`src/fqkr_pkg.sv`:
```
// shared types and constants for the fifo queue with keyed removal
package fqkr_pkg;

  localparam int DEPTH = 16;
  localparam int VAL_W = 32;
  localparam int CNT_W = $clog2(DEPTH + 1);
  localparam int FUNC_W = 2;
  localparam int STATUS_W = 2;
  localparam int COUNT_OUT_W = 5;
  localparam int IN_W = 40;
  localparam int OUT_W = 40;

  typedef enum logic [FUNC_W-1:0] {
    FUNC_PUSH   = 2'd0,
    FUNC_POP    = 2'd1,
    FUNC_REMOVE = 2'd2,
    FUNC_NOP    = 2'd3
  } func_t;

  typedef enum logic [STATUS_W-1:0] {
    ST_DONE = 2'd0,
    ST_MISS = 2'd1,
    ST_FULL = 2'd2,
    ST_RSVD = 2'd3
  } status_t;

  // operation broadcast to every cell
  typedef struct packed {
    logic             push;
    logic             pop;
    logic             remove;
    logic [VAL_W-1:0] key;
  } ctl_t;

endpackage

```
`src/fqkr_cell.sv`:
```
// one queue slot: holds a value, compares it with the key, shifts toward the head
module fqkr_cell (
  input  logic                       clk,
  input  fqkr_pkg::ctl_t             ctl,
  input  logic                       valid,
  input  logic                       is_tail,
  input  logic [fqkr_pkg::VAL_W-1:0] next_value,
  input  logic                       match_in,
  output logic [fqkr_pkg::VAL_W-1:0] value,
  output logic                       match_out
);

  logic hit;
  logic shift;

  assign hit       = ctl.remove && valid && (value == ctl.key);
  assign match_out = match_in || hit;
  // a cell at or behind the removed entry takes its neighbor's value
  assign shift     = ctl.pop || (ctl.remove && match_out);

  always_ff @(posedge clk) begin
    if (ctl.push && is_tail) begin
      value <= ctl.key;
    end else if (shift) begin
      value <= next_value;
    end
  end

endmodule

```
`src/fifo_queue_with_keyed_removal.sv`:
```
// top level: ordered queue built from a row of cells, with a result register
// Ordered queue of up to fqkr_pkg::DEPTH 32-bit values held in a row of cells,
// slot 0 being the head. Each item pushes a value at the tail, pops the head, or
// removes the first entry equal to the value; every cell compares its entry with
// the value at once, a match flag ripples from the head, and all cells at or behind
// the match take their neighbor's value in the same cycle. One item is taken per
// clock; its result (status, head before the operation, count after) is written to an
// output register, and a new item is taken whenever that register is empty or being
// drained. s_tdata: func [1:0], value [33:2]. m_tdata: status [1:0], head_value
// [33:2], count [38:34]. Unused upper bits are zero.
module fifo_queue_with_keyed_removal (
  input  logic                      clk,
  input  logic                      rst,
  input  logic                      s_tvalid,
  output logic                      s_tready,
  input  logic [fqkr_pkg::IN_W-1:0] s_tdata,  // func, value
  output logic                      m_tvalid,
  input  logic                      m_tready,
  output logic [fqkr_pkg::OUT_W-1:0] m_tdata  // status, head_value, count
);

  localparam int D = fqkr_pkg::DEPTH;
  localparam int CW = fqkr_pkg::CNT_W;
  localparam int VW = fqkr_pkg::VAL_W;

  logic [CW-1:0] count;
  logic [CW-1:0] count_next;
  logic          accept;
  fqkr_pkg::func_t   func;
  logic [VW-1:0]     key;
  fqkr_pkg::ctl_t    ctl;
  fqkr_pkg::status_t status_next;
  logic              full;
  logic              empty;
  logic              found;
  logic [VW-1:0]     head;

  logic [VW-1:0] cell_value [D];
  logic [D:0]    match_chain;

  fqkr_pkg::status_t out_status;
  logic [VW-1:0]     out_head;
  logic [CW-1:0]     out_count;
  logic [fqkr_pkg::COUNT_OUT_W-1:0] count_wide;

  assign s_tready = !m_tvalid || m_tready;
  assign accept   = s_tvalid && s_tready;
  assign func     = fqkr_pkg::func_t'(s_tdata[fqkr_pkg::FUNC_W-1:0]);
  assign key      = s_tdata[fqkr_pkg::FUNC_W +: VW];
  assign full     = (count == CW'(D));
  assign empty    = (count == '0);
  assign head     = empty ? '0 : cell_value[0];

  always_comb begin
    ctl.key    = key;
    ctl.push   = accept && (func == fqkr_pkg::FUNC_PUSH) && !full;
    ctl.pop    = accept && (func == fqkr_pkg::FUNC_POP) && !empty;
    ctl.remove = accept && (func == fqkr_pkg::FUNC_REMOVE);
  end

  assign match_chain[0] = 1'b0;
  assign found          = match_chain[D];

  for (genvar i = 0; i < D; i++) begin : g_cell
    logic [VW-1:0] nxt;
    if (i == D - 1) begin : g_last
      assign nxt = cell_value[i];
    end else begin : g_mid
      assign nxt = cell_value[i+1];
    end
    fqkr_cell u_cell (
      .clk        (clk),
      .ctl        (ctl),
      .valid      (CW'(i) < count),
      .is_tail    (CW'(i) == count),
      .next_value (nxt),
      .match_in   (match_chain[i]),
      .value      (cell_value[i]),
      .match_out  (match_chain[i+1])
    );
  end

  always_comb begin
    count_next  = count;
    status_next = fqkr_pkg::ST_DONE;
    case (func)
      fqkr_pkg::FUNC_PUSH: begin
        if (full) begin
          status_next = fqkr_pkg::ST_FULL;
        end else begin
          count_next = count + CW'(1);
        end
      end
      fqkr_pkg::FUNC_POP: begin
        if (empty) begin
          status_next = fqkr_pkg::ST_MISS;
        end else begin
          count_next = count - CW'(1);
        end
      end
      fqkr_pkg::FUNC_REMOVE: begin
        if (found) begin
          count_next = count - CW'(1);
        end else begin
          status_next = fqkr_pkg::ST_MISS;
        end
      end
      default: begin
        status_next = fqkr_pkg::ST_DONE;
      end
    endcase
  end

  always_ff @(posedge clk) begin
    if (rst) begin
      count    <= '0;
      m_tvalid <= 1'b0;
    end else begin
      if (accept) begin
        count    <= count_next;
        m_tvalid <= 1'b1;
      end else if (m_tready) begin
        m_tvalid <= 1'b0;
      end
    end
  end

  always_ff @(posedge clk) begin
    if (accept) begin
      out_status <= status_next;
      out_head   <= head;
      out_count  <= count_next;
    end
  end

  // count reported masked to five bits
  assign count_wide = out_count[fqkr_pkg::COUNT_OUT_W-1:0];

  assign m_tdata = {{(fqkr_pkg::OUT_W - fqkr_pkg::STATUS_W - VW
                      - fqkr_pkg::COUNT_OUT_W){1'b0}},
                    count_wide, out_head, out_status};

endmodule

```
`config.mk`:
```
export PLATFORM = sky130hd
export DESIGN_NAME = fifo_queue_with_keyed_removal
export DESIGN_NICKNAME = d
export VERILOG_FILES = /design/src/fqkr_pkg.sv /design/src/fqkr_cell.sv /design/src/fifo_queue_with_keyed_removal.sv
export SDC_FILE = /design/constraint.sdc
export NUM_CORES = 1
export LEC_CHECK = 0
export BUFFER_PORTS_ARGS = -buffer_cell sky130_fd_sc_hd__buf_2
export CAP_MARGIN = 20
export CORE_MARGIN = 2
export CORE_UTILIZATION = 56
export DETAILED_ROUTE_END_ITERATION = 10
export PLACE_DENSITY = 0.75
export SYNTH_ARGS = -nofsm -noshare
export SYNTH_HDL_FRONTEND = slang
export SYNTH_SLANG_ARGS = --single-unit
```
`constraint.sdc`:
```
create_clock -name clk -period 11.4 [get_ports clk]
set_clock_uncertainty 0.15 [all_clocks]
set_input_delay 1.14 -clock clk [delete_from_list [all_inputs] [get_ports clk]]
set_output_delay 1.14 -clock clk [all_outputs]
set_load 0.01 [all_outputs]
```
==> results by group <==
Yosys
  • Syn Std Cell Area: between 30000 and 40000 µm²
  • Count of unique library cells instantiated by Yosys: between 50 and 60
  • Post-synthesis sequential area ratio: 54.0%
  • Post-synth top flop: edfxtp_1
  • Mean area per synthesized cell: 13.3 µm²
  • Proportion of synthesized flip-flops having asynchronous set or reset: 0%
  • Warning count from the yosys run: 0
  • Cells after Synth: 2315
  • Flop and latch count out of synthesis: around 560
  • Number of flops mapped to enable cells by yosys: between 500 and 600
  • Nets in the synthesized netlist: ~2400

Routing
  • Routed wire length per instance: 29.3 µm
  • Antenna violation net count after detailed routing: 0
  • First-iteration detailed-routing DRC count: about 2300
  • Detailed Routing Iterations Pass 1: 6
  • Final WL: between 90 and 100 mm
  • Routed via count: about 20000
  • Via-per-instance ratio: about 6.4
  • DRC errors left: 0

Timing
  • Final critical-path share of the clock period: 45.1%
  • Final number of max-transition violations: 0
  • Maximum operating frequency: around 200 MHz
  • Setup violation total in the final timing report: 0
  • Final min period: between 5 and 6 ns
  • Hold Violations, Final: 0
  • Relative slew margins: 31.6%
  • Tightest hold margin: about 0.44 ns
  • RSZ-0062 raised after global routing: false
  • Total negative slack: 0 ns
  • Worst Tran Pin Value: roughly 1 ns

Placed design
  • Placed Instances: between 2000 and 3000
  • RePlAce Congestion: 0.984
  • I/O Buffers: between 70 and 80
  • HPWL after detailed placement: between 60 and 70 mm

Power and ir drop
  • Power density normalized to cell area: roughly 140 nW/µm²
  • Combinational power share: slightly above 10%
  • Leakage power figure: 0.0107 µW
  • Internal power of the cells: 3590 µW
  • Psw: 1170 µW
  • Proportion of total power due to net switching: about a quarter
  • Worst IR drop on VDD: around 0.12 mV
  • Sequential group share of total power: about half
  • Clock network fraction of total power: around two fifths
  • Total power after layout: about 4800 µW

Setup path
  • Start-to-end type of the worst setup path: primary input to flip-flop
  • Worst setup EP type: flip-flop
  • Maximum fanout encountered on the critical timing path: 25
  • Cell breakdown of the critical path: buf_2 > buf_4 > xor2_1 > or4_1 > nor4b_1 > nand4_1 > and3_1 > nor4bb_1 > and3b_1 > and3_1 > nand2_1 > buf_16
  • Critical-path top delay cell: nor4b_1
  • Signal arrival time at the worst endpoint: roughly 5.3 ns
  • Launching element type of the critical path: primary input
  • Critical Path Most Common Cell: and3_1
  • Delay contributed by the slowest stage of the critical path: a little over 0.6 ns
  • Required time of the worst setup path: 11.58 ns

Global routing
  • Wire length of the first global-routing pass: 131 mm
  • Vias in the first global route: 19400
  • Pin count of the biggest net entering global routing: 44
  • Final global-route overflow total: 0
  • Initial antenna violation count: 0
  • GRT Util Overall: about a third

Clocking
  • Post_cts resized: 0
  • TritonCTS clock tree: yes
  • Clock slew at reported path FFs: around 0.060 ns
  • CTS root buffer: clkbuf_16
  • Clock network latency to the later pin of the worst-skew pair: 0.63 ns
  • Clk sinks: 557
  • Number of buffers added by the clock tree synthesis step: 59
  • Clock Path Buffers: 3
  • CTS H-tree lvls: 2
  • Post-CTS setup repair buffer count: 0
  • Number of buffers inserted for hold repair after clock tree synthesis: 0

Floorplan
  • Die width: 239 µm
  • Ports placed on the boundary: between 80 and 90
  • Die ar.: between 50000 and 60000 µm²
  • Core region area: 54800 µm²
  • Initial standard-cell utilization of the core: between 50 and 60%
  • Rows: 86
  • Die Height: 239 µm

Worst hold path
  • Class of the tightest hold or removal check: flip-flop to flip-flop

Final layout
  • Number of antenna cells inserted: 0
  • Final design utilization: slightly above 60%
  • Fraction of layout cells with a size suffix above 1: a little under a third
  • Layout net count: about 2400
  • Final Instance Count excl. Fillers: just over 3000
  • Area growth from synthesis to layout: 9.37%

Outcome
  • Result of the run: finished, final reports clean

Flow run
  • Count of maximum capacitance violations: 0
## cells in the final DEF, fill, tap and decap left out, types with 16 or more instances in the layout
cell type	synthesis	routed
buf_2	67	78
buf_4	3	67
clkbuf_1	98	16
clkbuf_16	0	59
edfxtp_1	551	551
mux2_2	480	480
nand2_1	50	50
nand3_1	37	37
nand4_1	157	157
nor2_1	43	41
nor2b_1	35	35
nor3_1	20	20
nor4_1	73	72
or4_1	18	18
xnor2_1	399	399
xor2_1	120	120
## power by group through the flow
| stage | logic, µW | registers, µW | clock network, µW |
|---|---|---|---|
| 4_1_cts | 480 | 2360 | 1920 |
| 5_1_grt | 517 | 2370 | 2000 |
| 3_3_place_gp | 470 | 2410 | 0 |
| 2_1_floorplan | 319 | 2400 | 0 |
| 6_report | 488 | 2370 | 1900 |
| 3_5_place_dp | 477 | 2410 | 0 |
## routing by layer
| layer | global-route usage (%) | vias to the layer above | routed length, µm |
|---|---|---|---|
| li1 | - | 8644 | - |
| met1 | 45.2 | 9779 | 38300 |
| met2 | 46.8 | 1065 | 38800 |
| met3 | 8.01 | 209 | 9330 |
| met4 | 12.1 | 0 | 3680 |
| met5 | 0 | - | 0 |
## flip-flops by register name, summed over array words and instances, names as in the netlist
signal	cells
g_cell.u_cell.value	512
out_head	32
count	5
count_wide	5
out_status	2
m_tvalid	1
## critical path, delay by kind of cell
family	cells	cell delay [ns]
buffers and inverters	3	1.18
AND/OR/NAND/NOR	8	2.83
XOR/XNOR	1	0.12
## cells in the mapped netlist, drive strengths merged (6+ instances only)
library cell / n / area, µm²
or4: 18 / 135
inv: 12 / 45.0
xnor2: 399 / 3490
nor4b: 12 / 105
nand3: 38 / 203
nor2b: 36 / 233
nor2: 43 / 161
and2: 6 / 37.5
edfxtp: 551 / 16500
and3: 7 / 43.8
nand4: 157 / 982
buf: 96 / 463
nand4b: 7 / 61.3
dfxtp: 6 / 120
mux2: 480 / 5410
nand2: 50 / 188
xor2: 120 / 1050
a21oi: 14 / 70.1
clkbuf: 98 / 368
o21ai: 9 / 45.0
nor3: 20 / 100
nor4: 73 / 457
## path summary, 6_finish.rpt
check	from	endpoint	slack (ns)	cells past startpoint
worst max-delay path	s_tdata[24]	g_cell[12].u_cell.value[16]	6.26	12
worst min-delay path	g_cell[4].u_cell.value[6]	g_cell[3].u_cell.value[6]	0.44	1
worst max register to register	count[4]	g_cell[12].u_cell.value[16]	6.33	11
worst min register to register	g_cell[4].u_cell.value[6]	g_cell[3].u_cell.value[6]	0.44	1
## per-stage QoR
step / area [µm²] / setup slack [ns]
CTS: 33700 / 6.35
floorplan: 30900 / 4.96
finish: 33700 / 6.26
detailed placement: 31900 / 5.72
global route: 33700 / 6.20
global placement: 31800 / 5.35
## cell families after synthesis
family          Yosys count  share of synthesized area (%)
compound gates           51                           1.12
xor+xnor                519                           14.7
fa+ha+maj                 5                          0.203
buf+inv                 206                           2.84
flops                   557                           54.0
mux                     480                           17.5
other cells               1                         0.0122
simple gates            496                           9.57
## area by class of cell
cell class,count,area (µm²)
Fill cell,4136,21000
Sequential cell,557,16700
Multi-Input combinational cell,1552,13300
Clock buffer,77,1560
Timing Repair Buffer,147,948
Tap cell,704,881
Clock inverter,30,308
Inverter,12,45.0
Power figures use the tool's default switching activity.
